$ cat config.mk
export PLATFORM = sky130hd
export DESIGN_NAME = jpeg2000_transform_detector_flat
export DESIGN_NICKNAME = d
export VERILOG_FILES = /design/src/sv/jp2td_pkg.sv /design/src/sv/jp2td_byte_if.sv /design/src/sv/jp2td_status_if.sv /design/src/sv/jpeg2000_transform_detector.sv /design/src/sv/jp2td_in_stage.sv /design/src/sv/jp2td_parser.sv /design/src/sv/jp2td_out_stage.sv /design/src/flat_wrapper.sv
export SDC_FILE = /design/constraint.sdc
export NUM_CORES = 1
export LEC_CHECK = 0
export BUFFER_PORTS_ARGS = -buffer_cell sky130_fd_sc_hd__buf_2
export CELL_PAD_IN_SITES_DETAIL_PLACEMENT = 0
export CELL_PAD_IN_SITES_GLOBAL_PLACEMENT = 1
export CORE_UTILIZATION = 38
export DETAILED_ROUTE_END_ITERATION = 8
export GPL_TIMING_DRIVEN = 0
export PLACE_DENSITY_LB_ADDON = 0.08
export SLEW_MARGIN = 10
export SYNTH_ARGS = -nofsm -noshare
export SYNTH_HDL_FRONTEND = slang
export SYNTH_SLANG_ARGS = --single-unit
$ cat constraint.sdc
create_clock -name clk_i -period 9.92 [get_ports clk_i]
set_input_delay 2.48 -clock clk_i [delete_from_list [all_inputs] [get_ports clk_i]]
set_output_delay 2.48 -clock clk_i [all_outputs]
set_load 0.005 [all_outputs]
$ cat src/sv/jp2td_pkg.sv
`timescale 1ns / 1ps
// ----------------------------------------------------------------------------
// JPEG 2000 transform detector package
// Parse phases, marker and box codes, status codes and shared structs.
// ----------------------------------------------------------------------------
package jp2td_pkg;

  // Parse phase of the byte walker.
  typedef enum logic [3:0] {
    PH_START,
    PH_BOXLEN,
    PH_BOXTYPE,
    PH_XLEN,
    PH_XLEN_CS,
    PH_BOXSKIP,
    PH_MARKER,
    PH_SEGLEN,
    PH_SEGLEN_COD,
    PH_SEGSKIP,
    PH_CODBODY,
    PH_DONE
  } phase_e;

  // Codestream markers and the contiguous codestream box type.
  localparam logic [15:0] MK_COD      = 16'hFF52;
  localparam logic [15:0] MK_SOD      = 16'hFF93;
  localparam logic [15:0] MK_SOC      = 16'hFF4F;
  localparam logic [15:0] MK_EOC      = 16'hFFD9;
  localparam logic [15:0] MK_EPH      = 16'hFF92;
  localparam logic [15:0] MK_RSV_LO   = 16'hFF30;
  localparam logic [15:0] MK_RSV_HI   = 16'hFF3F;
  localparam logic [31:0] BOX_JP2C    = 32'h6a703263;
  localparam logic [7:0]  RAW_CS_BYTE = 8'hFF;

  // Status codes of a result.
  localparam logic [1:0] ST_LOSSY     = 2'd0;
  localparam logic [1:0] ST_LOSSLESS  = 2'd1;
  localparam logic [1:0] ST_UNKNOWN   = 2'd2;
  localparam logic [1:0] ST_PARSE_ERR = 2'd3;

  // Transformation byte values in the COD segment.
  localparam logic [7:0] XFORM_IRREV = 8'd0;
  localparam logic [7:0] XFORM_REV   = 8'd1;

  // One input byte as held in the input register.
  typedef struct packed {
    logic [7:0] byte_value;
    logic       end_of_stream;
  } item_t;

  // Result of one parse step.
  typedef struct packed {
    logic       valid;
    logic [1:0] status;
  } res_t;

  // Markers that are not followed by a segment length.
  function automatic logic no_length(input logic [15:0] m);
    logic reserved;
    reserved = (m >= MK_RSV_LO) && (m <= MK_RSV_HI);
    return reserved || (m == MK_SOC) || (m == MK_SOD) || (m == MK_EOC) || (m == MK_EPH);
  endfunction

endpackage

$ cat src/sv/jp2td_byte_if.sv
`timescale 1ns / 1ps
// ----------------------------------------------------------------------------
// JPEG 2000 transform detector byte channel
// Valid/ready channel that carries one file byte and its end-of-stream flag.
// ----------------------------------------------------------------------------
interface jp2td_byte_if;
  logic       valid;
  logic       ready;
  logic [7:0] byte_value;
  logic       end_of_stream;

  modport source (output valid, output byte_value, output end_of_stream, input ready);
  modport sink (input valid, input byte_value, input end_of_stream, output ready);
  modport monitor (input valid, input byte_value, input end_of_stream, input ready);
endinterface

$ cat src/sv/jp2td_status_if.sv
`timescale 1ns / 1ps
// ----------------------------------------------------------------------------
// JPEG 2000 transform detector status channel
// Valid/ready channel that carries the per-stream status result.
// ----------------------------------------------------------------------------
interface jp2td_status_if;
  logic       valid;
  logic       ready;
  logic [1:0] status;

  modport source (output valid, output status, input ready);
  modport sink (input valid, input status, output ready);
  modport monitor (input valid, input status, input ready);
endinterface

$ cat src/sv/jpeg2000_transform_detector.sv
`timescale 1ns / 1ps
// ----------------------------------------------------------------------------
// JPEG 2000 transform detector
// Reads a JP2 file or raw codestream byte by byte and reports whether the
// COD segment selects the lossless or the lossy wavelet transform.
//
//   Channel    Dir  Payload                       Transfer
//   byte_i     in   byte_value[7:0], end_of_stream valid && ready
//   status_o   out  status[1:0]                   valid && ready
//
// One byte per cycle unless a held result stalls the parser; a result passes
// the input register and the result register, and the walker updates its
// counters once per byte in the parser stage. A held result stalls the parser,
// but the input register still takes one more byte while the result waits.
// Reset clears both registers and returns the walker to the first byte.
// ----------------------------------------------------------------------------
module jpeg2000_transform_detector (
  input  logic           clk_i,
  input  logic           rst_ni,
  jp2td_byte_if.sink     byte_i,
  jp2td_status_if.source status_o
);
  import jp2td_pkg::*;

  logic  out_free;
  logic  step;
  item_t item;
  res_t  res;

  // Input register.
  jp2td_in_stage u_in_stage (
    .clk_i      (clk_i),
    .rst_ni     (rst_ni),
    .byte_i     (byte_i),
    .out_free_i (out_free),
    .step_o     (step),
    .item_o     (item)
  );

  // Box and marker walker.
  jp2td_parser u_parser (
    .clk_i  (clk_i),
    .rst_ni (rst_ni),
    .step_i (step),
    .item_i (item),
    .res_o  (res)
  );

  // Result register.
  jp2td_out_stage u_out_stage (
    .clk_i    (clk_i),
    .rst_ni   (rst_ni),
    .res_i    (res),
    .free_o   (out_free),
    .status_o (status_o)
  );

endmodule

$ cat src/sv/jp2td_in_stage.sv
`timescale 1ns / 1ps
// ----------------------------------------------------------------------------
// JPEG 2000 transform detector input stage
// Registers each incoming byte and hands it on when the parser steps.
// ----------------------------------------------------------------------------
module jp2td_in_stage (
  input  logic            clk_i,
  input  logic            rst_ni,
  jp2td_byte_if.sink      byte_i,
  input  logic            out_free_i,
  output logic            step_o,
  output jp2td_pkg::item_t item_o
);
  import jp2td_pkg::*;

  logic  valid_q;
  item_t item_q;

  // The held byte is consumed whenever the result register has room.
  assign step_o       = valid_q && out_free_i;
  assign byte_i.ready = !valid_q || step_o;
  assign item_o       = item_q;

  // Valid flag of the input register.
  always_ff @(posedge clk_i or negedge rst_ni) begin
    if (!rst_ni) begin
      valid_q <= 1'b0;
    end else if (byte_i.ready) begin
      valid_q <= byte_i.valid;
    end
  end

  // Payload of the input register, loaded on every transfer.
  always_ff @(posedge clk_i) begin
    if (byte_i.valid && byte_i.ready) begin
      item_q <= '{byte_value: byte_i.byte_value, end_of_stream: byte_i.end_of_stream};
    end
  end

endmodule

$ cat src/sv/jp2td_parser.sv
`timescale 1ns / 1ps
// ----------------------------------------------------------------------------
// JPEG 2000 transform detector parser
// Walks JP2 boxes and codestream markers one byte per step and decides the
// wavelet transform from the COD segment.
// ----------------------------------------------------------------------------
module jp2td_parser (
  input  logic             clk_i,
  input  logic             rst_ni,
  input  logic             step_i,
  input  jp2td_pkg::item_t item_i,
  output jp2td_pkg::res_t  res_o
);
  import jp2td_pkg::*;

  phase_e      phase_q, phase_d;
  logic [63:0] field_q, field_d;
  logic [3:0]  cnt_q, cnt_d;
  logic [63:0] skip_q, skip_d;
  logic [63:0] csrem_q, csrem_d;
  logic        bounded_q, bounded_d;
  logic        lossless_q, lossless_d;
  logic        decided_q, decided_d;

  logic [7:0]  b;
  logic        last;
  logic [63:0] shifted;
  logic [3:0]  cnt_inc;
  logic [63:0] skip_dec;
  logic [63:0] csrem_dec;
  logic        in_cs;

  // Box open: one subtract serves both the short and the extended length.
  logic [63:0] ob_len;
  logic [63:0] ob_sub;
  logic        ob_ok;
  logic [63:0] ob_payload;
  logic        ob_do;
  logic        ob_cs;
  logic        ob_to_end;

  logic        st_vld;
  logic [1:0]  st;
  logic [15:0] low16;
  logic [15:0] seg_rem;

  assign b          = item_i.byte_value;
  assign last       = item_i.end_of_stream;
  assign shifted    = {field_q[55:0], b};
  assign cnt_inc    = cnt_q + 4'd1;
  assign skip_dec   = skip_q - 64'd1;
  assign low16      = shifted[15:0];
  assign seg_rem    = low16 - 16'd2;
  assign ob_len     = (phase_q == PH_BOXTYPE) ? skip_q : shifted;
  assign ob_sub     = (phase_q == PH_BOXTYPE) ? 64'd8 : 64'd16;
  assign ob_ok      = ob_len >= ob_sub;
  assign ob_payload = ob_ok ? (ob_len - ob_sub) : 64'd0;
  assign csrem_dec  = (csrem_q != 64'd0) ? (csrem_q - 64'd1) : csrem_q;
  assign in_cs      = (phase_q == PH_MARKER) || (phase_q == PH_SEGLEN) ||
                      (phase_q == PH_SEGLEN_COD) || (phase_q == PH_SEGSKIP) ||
                      (phase_q == PH_CODBODY);

  // Next state of the walker and the status of this byte.
  always_comb begin
    phase_d    = phase_q;
    field_d    = field_q;
    cnt_d      = cnt_q;
    skip_d     = skip_q;
    csrem_d    = csrem_q;
    bounded_d  = bounded_q;
    lossless_d = lossless_q;
    decided_d  = decided_q;
    st_vld     = 1'b0;
    st         = ST_LOSSY;
    ob_do      = 1'b0;
    ob_cs      = 1'b0;
    ob_to_end  = 1'b0;

    if (!decided_q) begin
      unique case (phase_q)
        PH_START: begin
          field_d   = {56'd0, b};
          cnt_d     = 4'd1;
          bounded_d = 1'b0;
          phase_d   = (b == RAW_CS_BYTE) ? PH_MARKER : PH_BOXLEN;
        end
        PH_BOXLEN: begin
          field_d = shifted;
          cnt_d   = cnt_inc;
          if (cnt_inc == 4'd4) begin
            skip_d  = {32'd0, shifted[31:0]};
            field_d = '0;
            cnt_d   = '0;
            phase_d = PH_BOXTYPE;
          end
        end
        PH_BOXTYPE: begin
          field_d = shifted;
          cnt_d   = cnt_inc;
          if (cnt_inc == 4'd4) begin
            field_d = '0;
            cnt_d   = '0;
            if (skip_q == 64'd1) begin
              phase_d = (shifted[31:0] == BOX_JP2C) ? PH_XLEN_CS : PH_XLEN;
            end else begin
              ob_do     = 1'b1;
              ob_cs     = shifted[31:0] == BOX_JP2C;
              ob_to_end = skip_q == 64'd0;
            end
          end
        end
        PH_XLEN, PH_XLEN_CS: begin
          field_d = shifted;
          cnt_d   = cnt_inc;
          if (cnt_inc == 4'd8) begin
            field_d = '0;
            cnt_d   = '0;
            ob_do   = 1'b1;
            ob_cs   = phase_q == PH_XLEN_CS;
          end
        end
        PH_MARKER: begin
          field_d = shifted;
          cnt_d   = cnt_inc;
          if (cnt_inc == 4'd2) begin
            field_d = '0;
            cnt_d   = '0;
            if (no_length(low16)) begin
              if (low16 == MK_SOD) begin
                st_vld = 1'b1;
                st     = lossless_q ? ST_LOSSLESS : ST_LOSSY;
              end
            end else begin
              phase_d = (low16 == MK_COD) ? PH_SEGLEN_COD : PH_SEGLEN;
            end
          end
        end
        PH_SEGLEN, PH_SEGLEN_COD: begin
          field_d = shifted;
          cnt_d   = cnt_inc;
          if (cnt_inc == 4'd2) begin
            field_d = '0;
            cnt_d   = '0;
            if (low16 < 16'd2) begin
              st_vld = 1'b1;
              st     = ST_PARSE_ERR;
            end else if (phase_q == PH_SEGLEN_COD) begin
              if (seg_rem < 16'd10) begin
                st_vld = 1'b1;
                st     = ST_PARSE_ERR;
              end else begin
                skip_d  = {48'd0, seg_rem};
                phase_d = PH_CODBODY;
              end
            end else if (seg_rem == 16'd0) begin
              phase_d = PH_MARKER;
            end else begin
              skip_d  = {48'd0, seg_rem};
              phase_d = PH_SEGSKIP;
            end
          end
        end
        PH_BOXSKIP, PH_SEGSKIP: begin
          skip_d = skip_dec;
          if (skip_dec == 64'd0) begin
            field_d = '0;
            cnt_d   = '0;
            phase_d = (phase_q == PH_BOXSKIP) ? PH_BOXLEN : PH_MARKER;
          end
        end
        PH_CODBODY: begin
          if ((cnt_q == 4'd9) && (b != XFORM_REV)) begin
            st_vld = 1'b1;
            st     = (b == XFORM_IRREV) ? ST_LOSSY : ST_UNKNOWN;
          end else begin
            if (cnt_q == 4'd9) begin
              lossless_d = 1'b1;
            end
            if (cnt_q < 4'd10) begin
              cnt_d = cnt_inc;
            end
            skip_d = skip_dec;
            if (skip_dec == 64'd0) begin
              field_d = '0;
              cnt_d   = '0;
              phase_d = PH_MARKER;
            end
          end
        end
        default: begin
        end
      endcase

      // Opening a box once its length and type are known.
      if (ob_do) begin
        if (ob_cs && ob_to_end) begin
          bounded_d = 1'b0;
          phase_d   = PH_MARKER;
        end else if (!ob_ok) begin
          st_vld = 1'b1;
          st     = ST_PARSE_ERR;
        end else if (ob_cs) begin
          bounded_d = 1'b1;
          csrem_d   = ob_payload;
          phase_d   = PH_MARKER;
          if (ob_payload == 64'd0) begin
            st_vld = 1'b1;
            st     = ST_PARSE_ERR;
          end
        end else begin
          skip_d  = ob_payload;
          phase_d = (ob_payload == 64'd0) ? PH_BOXLEN : PH_BOXSKIP;
        end
      end

      // A bounded codestream that runs out without a decision fails.
      if (!st_vld && in_cs && bounded_q) begin
        csrem_d = csrem_dec;
        if (csrem_dec == 64'd0) begin
          st_vld = 1'b1;
          st     = ST_PARSE_ERR;
        end
      end

      // The stream ended without a decision.
      if (!st_vld && last) begin
        st_vld = 1'b1;
        st     = ST_PARSE_ERR;
      end

      if (st_vld) begin
        decided_d = 1'b1;
        phase_d   = PH_DONE;
      end
    end

    // Every stream starts from the reset state.
    if (last) begin
      phase_d    = PH_START;
      field_d    = '0;
      cnt_d      = '0;
      skip_d     = '0;
      csrem_d    = '0;
      bounded_d  = 1'b0;
      lossless_d = 1'b0;
      decided_d  = 1'b0;
    end
  end

  assign res_o = '{valid: step_i && st_vld, status: st};

  // Walker state, updated once per consumed byte.
  always_ff @(posedge clk_i or negedge rst_ni) begin
    if (!rst_ni) begin
      phase_q    <= PH_START;
      field_q    <= '0;
      cnt_q      <= '0;
      skip_q     <= '0;
      csrem_q    <= '0;
      bounded_q  <= 1'b0;
      lossless_q <= 1'b0;
      decided_q  <= 1'b0;
    end else if (step_i) begin
      phase_q    <= phase_d;
      field_q    <= field_d;
      cnt_q      <= cnt_d;
      skip_q     <= skip_d;
      csrem_q    <= csrem_d;
      bounded_q  <= bounded_d;
      lossless_q <= lossless_d;
      decided_q  <= decided_d;
    end
  end

endmodule

$ cat src/sv/jp2td_out_stage.sv
`timescale 1ns / 1ps
// ----------------------------------------------------------------------------
// JPEG 2000 transform detector output stage
// Holds one status result until the sink takes it.
// ----------------------------------------------------------------------------
module jp2td_out_stage (
  input  logic            clk_i,
  input  logic            rst_ni,
  input  jp2td_pkg::res_t res_i,
  output logic            free_o,
  jp2td_status_if.source  status_o
);
  import jp2td_pkg::*;

  logic       valid_q;
  logic [1:0] status_q;

  // Room for a new result when empty or when the held one transfers now.
  assign free_o          = !valid_q || status_o.ready;
  assign status_o.valid  = valid_q;
  assign status_o.status = status_q;

  // Valid flag of the result register.
  always_ff @(posedge clk_i or negedge rst_ni) begin
    if (!rst_ni) begin
      valid_q <= 1'b0;
    end else if (free_o) begin
      valid_q <= res_i.valid;
    end
  end

  // Status payload, loaded only with a new result.
  always_ff @(posedge clk_i) begin
    if (free_o && res_i.valid) begin
      status_q <= res_i.status;
    end
  end

endmodule

$ cat src/flat_wrapper.sv
// flat-port wrapper written by rule: the top's interface ports become plain ports
module jpeg2000_transform_detector_flat import jp2td_pkg::*;
  (clk_i, rst_ni, byte_i_valid, byte_i_byte_value, byte_i_end_of_stream, byte_i_ready, status_o_valid, status_o_status, status_o_ready);
  jp2td_byte_if byte_i_i ();
  jp2td_status_if status_o_i ();
  input  logic clk_i;
  input  logic rst_ni;
  input wire logic [$bits(byte_i_i.valid)-1:0] byte_i_valid;
  input wire logic [$bits(byte_i_i.byte_value)-1:0] byte_i_byte_value;
  input wire logic [$bits(byte_i_i.end_of_stream)-1:0] byte_i_end_of_stream;
  output wire logic [$bits(byte_i_i.ready)-1:0] byte_i_ready;
  output wire logic [$bits(status_o_i.valid)-1:0] status_o_valid;
  output wire logic [$bits(status_o_i.status)-1:0] status_o_status;
  input wire logic [$bits(status_o_i.ready)-1:0] status_o_ready;
  assign byte_i_i.valid = byte_i_valid;
  assign byte_i_i.byte_value = byte_i_byte_value;
  assign byte_i_i.end_of_stream = byte_i_end_of_stream;
  assign byte_i_ready = byte_i_i.ready;
  assign status_o_valid = status_o_i.valid;
  assign status_o_status = status_o_i.status;
  assign status_o_i.ready = status_o_ready;
  jpeg2000_transform_detector u_core (.clk_i(clk_i), .rst_ni(rst_ni), .byte_i(byte_i_i), .status_o(status_o_i));
endmodule
Word level (Yosys, flattened, before mapping) --
Index checks and enable logic that the tools add are counted.
Word-level totals: register bits 216, memories kept 0, logic and storage cells 239, ROM bits 0, input port bits 13, RAM bits 0, output and inout bits 4, bits in latches 0
Operators by class: bitwise operators 0, order comparisons 6, equal/unequal tests 29, reduce and logical (&&, ||, !) cells 48, $add $sub $neg 5, $mul 0, muxes and demuxes 138, div/mod/pow operators 0, shifts and indexed selects 0
Operators by type and width (number):
- $mux W64 | 30
- $pmux W64 S6 | 1
- $logic_not A64 Y1 | 4
- $pmux W64 S4 | 1
- $sub A64 B1 Y64 const B | 2
- $mux W4 | 29
- $eq A16 B16 Y1 const B | 5
- $eq A64 B1 Y1 const B | 1
- $ge A64 B5 Y1 | 1
- $reduce_bool A64 Y1 | 1
- $sub A64 B5 Y64 | 1
- $mux W1 | 51
- $eq A32 B31 Y1 const B | 1
- $mux W2 | 14
- $pmux W4 S7 | 1
- $pmux W4 S6 | 1
- $eq A4 B3 Y1 const B | 5
- $eq A4 B4 Y1 const B | 5
- $ge A16 B16 Y1 const B | 1
- $le A16 B16 Y1 const B | 1
- $logic_not A16 Y1 | 1
- $lt A16 B2 Y1 const B | 1
- $lt A16 B4 Y1 const B | 1
- $sub A16 B2 Y16 const B | 1
- other kinds (29) | 66

Depth between registers and ports, before layout --
depth in word-level cells 27, depth in mapped cells 25, depth with buffers taken out 15

Hierarchy --
From an unflattened synthesis, not the netlist that was laid out.
Second synthesis, totals: cell total of the unflattened synthesis 2693, area, all modules 19506.2 µm²
Modules (own cells, without submodules):
- jp2td_parser | cells an instance 2673, sequential area each 4879.7 µm², area an instance 19062.0 µm², times used 1
- jp2td_in_stage | cells an instance 14, sequential area each 295.3 µm², area an instance 330.3 µm², times used 1
- jp2td_out_stage | cells an instance 6, sequential area each 85.1 µm², area an instance 113.9 µm², times used 1

Worst setup path after synthesis --
OpenSTA, ideal clock, no wires.
path kind reg-to-reg, start register u_core.u_parser.phase_q[3], end register u_core.u_out_stage.status_q[0] (netlist: u_core.u_out_stage.status_o.status[0]) (enable), clock period less this slack 5981 ps, required time 9600 ps, path buffers 10, library setup time 320 ps, cell stages (with the launch flop) 26, path slack 3939 ps, arrival 5662 ps, path through dfrtp_1 buf_6 or4b_4 buf_6 buf_6 buf_6 buf_6 buf_6 clkbuf_1 buf_1 clkbuf_1 nand2_1 o21ai_0 ha_1 clkdlybuf4s18_2 or4_1 or3_4 a22oi_4 nand3_2 or3_4 xnor2_2 nand4b_1 nor4b_2 a41o_2 nor2_2 a211oi_2
Between the ends: longest elaborated chain between the ends 23, elaborated cells on any way between the ends 51, classes of those cells add/sub: 1; order compare: 1; eq/ne: 8; mux: 26; reduce/logical: 15
Ends and longest elaborated chain:
- from (decl) | RTL line jp2td_parser.sv:16 | phase_e phase_q, phase_d;
- from (signal assigned) | RTL line jp2td_parser.sv:264 | phase_q <= phase_d;
- $eq A4 B2 Y1 / $eq A4 B4 Y1 (equally long branches)
- $mux W64 (tied with other cells) | RTL line jp2td_parser.sv:54 | assign ob_len = (phase_q == PH_BOXTYPE) ? skip_q : shifted;
- $sub A64 B5 Y64 (tied with other cells) | RTL line jp2td_parser.sv:57 | assign ob_payload = ob_ok ? (ob_len - ob_sub) : 64'd0;
- $mux W64 / $mux W1 (equally long branches) | RTL line jp2td_parser.sv:57, jp2td_parser.sv:141
- $logic_not A64 Y1 / $pmux W1 S3 (equally long branches) | RTL line jp2td_parser.sv:206, jp2td_parser.sv:80
- $mux W1 | RTL line jp2td_parser.sv:206 | if (ob_payload == 64'd0) begin
- $mux W1 | RTL line jp2td_parser.sv:202 | end else if (ob_cs) begin
- $mux W1 | RTL line jp2td_parser.sv:199 | end else if (!ob_ok) begin
- (+6 left out)
- $mux W1 (*) | RTL line jp2td_parser.sv:217 | if (!st_vld && in_cs && bounded_q) begin
- $mux W1 (*) | RTL line jp2td_parser.sv:79 | if (!decided_q) begin
- $logic_not A1 Y1 | RTL line jp2td_parser.sv:226 | if (!st_vld && last) begin
- $logic_and A1 B1 Y1 | RTL line jp2td_parser.sv:226
- $mux W1 (*) | RTL line jp2td_parser.sv:226
- $mux W1 (*) (2 in a row) | RTL line jp2td_parser.sv:79
- $logic_and A1 B1 Y1 (*) | RTL line jp2td_parser.sv:250 | assign res_o = '{valid: step_i && st_vld, status: st};
- $logic_and A1 B1 Y1 (*) | RTL line jp2td_out_stage.sv:34 | if (free_o && res_i.valid) begin
- to (signal assigned) | RTL line jp2td_out_stage.sv:35 | status_q <= res_i.status;
- to (decl) | RTL line jp2td_out_stage.sv:16 | logic [1:0] status_q;
Every way passes the cells marked *; elsewhere a longest branch is shown, timed or not. The select of a mux whose other input is x is not followed. A chain may end at the register's enable or synchronous reset.

Worst setup path in the final report --
start register u_core.u_parser.phase_q[1], end register u_core.u_out_stage.status_q[1] (netlist: u_core.u_out_stage.status_o.status[1]) (enable)
Same word-level chain as after synthesis.

==> report_table.html <==
<table>
<tr><th>Metric</th><th>Value</th></tr>
<tr><th colspan="2">Status</th></tr>
<tr><td>Outcome</td><td>finished, violations left</td></tr>
<tr><td>Violated checks</td><td>setup timing</td></tr>
<tr><th colspan="2">Floorplanning</th></tr>
<tr><td>Core Box Area</td><td>51300 um2</td></tr>
<tr><td>DIE HEIGHT</td><td>230 um</td></tr>
<tr><td>Starting Density</td><td>38.4%</td></tr>
<tr><td>Area enclosed by the die boundary</td><td>52800 um2</td></tr>
<tr><td>Std cell rows</td><td>83</td></tr>
<tr><td># IOs</td><td>17</td></tr>
<tr><td>Die span in x</td><td>230 um</td></tr>
<tr><th colspan="2">Place</th></tr>
<tr><td>Estimated wirelength of the detail-placed design</td><td>88.6 mm</td></tr>
<tr><td>Placed instance count</td><td>3421</td></tr>
<tr><td>Port buffer count</td><td>16</td></tr>
<tr><td>Global placement routability congestion</td><td>1.01</td></tr>
<tr><td>Total placed instance area</td><td>20800 um2</td></tr>
<tr><td>Setup slack after placement</td><td>0.414 ns</td></tr>
<tr><th colspan="2">GRT</th></tr>
<tr><td>Layer carrying the most global-route usage</td><td>met2</td></tr>
<tr><td>Number of global-route vias before repair</td><td>22.6k</td></tr>
<tr><td>Number of antenna violations at the first check in global routing</td><td>6</td></tr>
<tr><td>Tot GR Track Use</td><td>43.5%</td></tr>
<tr><td>Pin count of the biggest net entering global routing</td><td>76</td></tr>
<tr><td>Fraction of met2 tracks used by global routing</td><td>64.1%</td></tr>
<tr><td>Wire length of the first global-routing pass</td><td>167 mm</td></tr>
<tr><td>Met3 Track Usage GR</td><td>11.0%</td></tr>
<tr><td>Gr ovfl total</td><td>0</td></tr>
<tr><td>Met1 Usage GRT</td><td>57.9%</td></tr>
<tr><th colspan="2">Synthesis</th></tr>
<tr><td>Synth Cell Area</td><td>19700 um2</td></tr>
<tr><td>Number of synthesis warnings</td><td>0</td></tr>
<tr><td>Post-Syn Area per Cell</td><td>7.25 um2</td></tr>
<tr><td>Register area share after synthesis</td><td>26.7%</td></tr>
<tr><td>Most repeated cell in the gate-level netlist after synthesis</td><td>nand2_1</td></tr>
<tr><td>Net Count, Synth</td><td>2742</td></tr>
<tr><td>Cell variety after synth</td><td>102</td></tr>
<tr><td>Number of enable flip-flop cells after synthesis</td><td>11</td></tr>
<tr><td>Primary FF master, synth</td><td>dfrtp_1</td></tr>
<tr><td>Top cells by area in the synthesized netlist</td><td>dfrtp_1 (25%), o21ai_0 (7.7%), nand2_1 (7.1%), nor2_1 (4.5%), a21oi_1 (3.9%)</td></tr>
<tr><td>Leading area contributor after synthesis</td><td>dfrtp_1</td></tr>
<tr><td>Number of synthesized register bits</td><td>208</td></tr>
<tr><td>Ys async rst share</td><td>94.7%</td></tr>
<tr><td>Number of cells produced by synthesis</td><td>2720</td></tr>
<tr><td>Commonest cells post-synth</td><td>nand2_1 (373), o21ai_0 (303), nor2_1 (237)</td></tr>
<tr><td>Share of the synthesized area in the top cell type</td><td>25.0%</td></tr>
<tr><th colspan="2">Cells and area</th></tr>
<tr><td>Area occupied by multi-input gates</td><td>13300 um2</td></tr>
<tr><td>Fraction of final layout cells with drive strength greater than 1</td><td>7.33%</td></tr>
<tr><td>Total Nets Final</td><td>2795</td></tr>
<tr><td>Fillcell total</td><td>5507</td></tr>
<tr><td>Antenna cell count</td><td>0</td></tr>
<tr><td>Number of standard cells in the final layout excluding fillers</td><td>3477</td></tr>
<tr><td>Total area of sequential cells</td><td>5260 um2</td></tr>
<tr><td>Post-layout utilization of the core</td><td>42.4%</td></tr>
<tr><td>Area added between synthesis and finish</td><td>10.3%</td></tr>
<tr><td>Final standard cell area without fillers</td><td>21700 um2</td></tr>
<tr><th colspan="2">Clock tree</th></tr>
<tr><td>Total number of clock tree sinks</td><td>208</td></tr>
<tr><td>CTS Hold Buffers Added</td><td>0</td></tr>
<tr><td>Clock Tree Buf Depth</td><td>3</td></tr>
<tr><td>Clock tree root driver cell</td><td>clkbuf_16</td></tr>
<tr><td>Total clock buffers created by CTS</td><td>30</td></tr>
<tr><td>Later-pin clock latency in the skew report</td><td>0.62 ns</td></tr>
<tr><td>Clock transition at the registers of the reported paths</td><td>0.07 ns</td></tr>
<tr><td>TritonCTS clock tree</td><td>built</td></tr>
<tr><td># H-tree levels</td><td>1</td></tr>
<tr><th colspan="2">Routing</th></tr>
<tr><td>Iter 0 DRT Violations</td><td>3689</td></tr>
<tr><td>Number of design rule violations left after detail routing</td><td>0</td></tr>
<tr><td>Count of TritonRoute iterations in the first routing pass</td><td>6</td></tr>
<tr><td>WL final</td><td>118 mm</td></tr>
<tr><td>Via density per instance</td><td>7.03</td></tr>
<tr><td>Vias</td><td>24.5k</td></tr>
<tr><td>Detail-routed net length per standard cell</td><td>34.0 um</td></tr>
<tr><td>Antenna-violating nets left</td><td>0</td></tr>
<tr><th colspan="2">Timing</th></tr>
<tr><td>Final-layout setup total negative slack</td><td>-0.351 ns</td></tr>
<tr><td>Min Clock Period, post-route</td><td>10.10 ns</td></tr>
<tr><td>Relative slew slack</td><td>3.24%</td></tr>
<tr><td>Final setup viols</td><td>2</td></tr>
<tr><td>Period utilization</td><td>102%</td></tr>
<tr><td>Total count of hold-check failures in the final report</td><td>0</td></tr>
<tr><td>Worst Setup Slack, final</td><td>-0.176 ns</td></tr>
<tr><td>Max-slew violation count</td><td>0</td></tr>
<tr><td>Setup repair after global routing missed its margin</td><td>false</td></tr>
<tr><td>Peak clock frequency supported by timing</td><td>99.1 MHz</td></tr>
<tr><td>Final Hold Slack</td><td>0.504 ns</td></tr>
<tr><td>Clock Skew</td><td>0.0319 ns</td></tr>
<tr><td>Slew of the pin with the lowest slew margin</td><td>1.44 ns</td></tr>
<tr><th colspan="2">Critical path</th></tr>
<tr><td>Endpoint kind of the worst setup timing path</td><td>flip-flop</td></tr>
<tr><td>Startpoint types</td><td>flip-flop</td></tr>
<tr><td>Setup slack of the worst register-to-register path</td><td>-0.18 ns</td></tr>
<tr><td>Critical Path Fanout Max</td><td>10</td></tr>
<tr><td>Required arrival time at the worst endpoint</td><td>10.20 ns</td></tr>
<tr><td>Crit path DAT</td><td>10.37 ns</td></tr>
<tr><td>Type of the worst setup path</td><td>flip-flop to flip-flop</td></tr>
<tr><th colspan="2">Pwr</th></tr>
<tr><td>Largest voltage drop on the vdd net</td><td>0.158 mV</td></tr>
<tr><td>Leakage power figure</td><td>8.44 nW</td></tr>
<tr><td>Overall power consumption</td><td>7.02 mW</td></tr>
<tr><td>Ratio of total power to cell area</td><td>323 nW/um2</td></tr>
<tr><th colspan="2">Run</th></tr>
<tr><td>Number of max-cap violations</td><td>0</td></tr>
<tr><th colspan="2">Hold path</th></tr>
<tr><td>Hold Path Class</td><td>flip-flop to flip-flop</td></tr>
</table>
critical path, cell delays in order (launching register included):
cell	delay, ns
dfrtp_1	0.33
buf_2	0.23
nor4b_4	0.92
buf_4	0.35
buf_2	0.48
buf_2	0.54
buf_2	0.61
buf_1	0.86
nand2b_1	0.19
ha_1	0.26
clkdlybuf4s18_2	0.36
or4_1	0.61
or3_4	0.45
a22oi_4	0.44
nand3_2	0.26
xnor2_1	0.88
and4bb_1	0.38
nand4bb_1	0.12
nor4_1	0.67
a41o_2	0.38
nor2_2	0.12
a211oi_2	0.29
cells in the final DEF (no fill, tap or decap), types with 15 or more instances in the layout:
cell type	count
nor4_1	90
clkbuf_16	32
buf_2	61
a211oi_1	19
or3_1	31
o31ai_1	25
nand2b_1	20
and2_1	18
mux2i_1	55
xor2_1	54
o22ai_1	27
dfrtp_1	197
clkbuf_1	180
nand2_1	373
a21oi_1	152
o211ai_1	15
and3_1	28
nor2_1	237
nand3_1	71
nand4_1	70
nor2b_1	16
inv_1	36
o21ai_0	303
or4_1	30
or2_2	18
o21ai_1	24
xnor2_1	82
nor3_1	114
a31oi_1	49
a22o_1	33
cell type report:
class	instances	area share, %
well taps	680	3.91
plain buffers	242	4.71
repair buffers	21	0.777
inverters	37	0.639
multi-input cells	2233	61.3
flip-flops and latches	208	24.2
clock buffers	36	3.75
clock inverters	20	0.725
routing by layer:
metal | share of wire (%) | vias up
li1 | - | 10200
met1 | 39 | 12000
met2 | 42 | 1885
met3 | 13 | 411
met4 | 6.6 | 6
met5 | 0.036 | -
timing repair:
item,4_1_cts,5_1_grt
endpoints found under the hold margin,0,0
setup buffers,0,0
gates resized for setup,0,1
endpoints found under the setup margin,0,2
flip-flops by register name (all words and copies together), names as in the netlist, 2 cells and up:
signal and count:
u_core.u_in_stage.item_o 9, u_core.u_out_stage.status_o.status 2, u_core.u_parser.cnt_q 4, u_core.u_parser.csrem_q 64, u_core.u_parser.field_q 56, u_core.u_parser.phase_q 4, u_core.u_parser.skip_q 64
logic make-up after synthesis:
kind of cell | count (synthesis) | synth area share, %
DFF | 208 | 26.7
adders and majority gates | 9 | 0.571
muxes | 60 | 3.08
AOI/OAI and AO/OA | 805 | 25.7
buffers and inverters | 279 | 5.90
and+or+nand+nor | 1220 | 31.9
xor gates and xnor gates | 139 | 6.21
path summary, 6_finish.rpt:
kind                                        startpoint                                    end  depth (start not counted)
min reg2reg                u_core.u_parser.csrem_q[61]            u_core.u_parser.csrem_q[61]                          2
max in group asynchronous                       rst_ni             u_core.u_parser.skip_q[55]                          3
max reg2reg                 u_core.u_parser.phase_q[1]  u_core.u_out_stage.status_o.status[1]                         21
min in group asynchronous                       rst_ni             u_core.u_parser.phase_q[2]                          1
max                         u_core.u_parser.phase_q[1]  u_core.u_out_stage.status_o.status[1]                         21
min                        u_core.u_parser.csrem_q[61]            u_core.u_parser.csrem_q[61]                          2
power breakdown:
part,internal (mW),switching (mW),total (mW)
logic,1.30,3.52,4.82
registers,0.963,0.126,1.09
clock network,0.634,0.478,1.11
No activity file was read; power rests on OpenSTA's default activity.
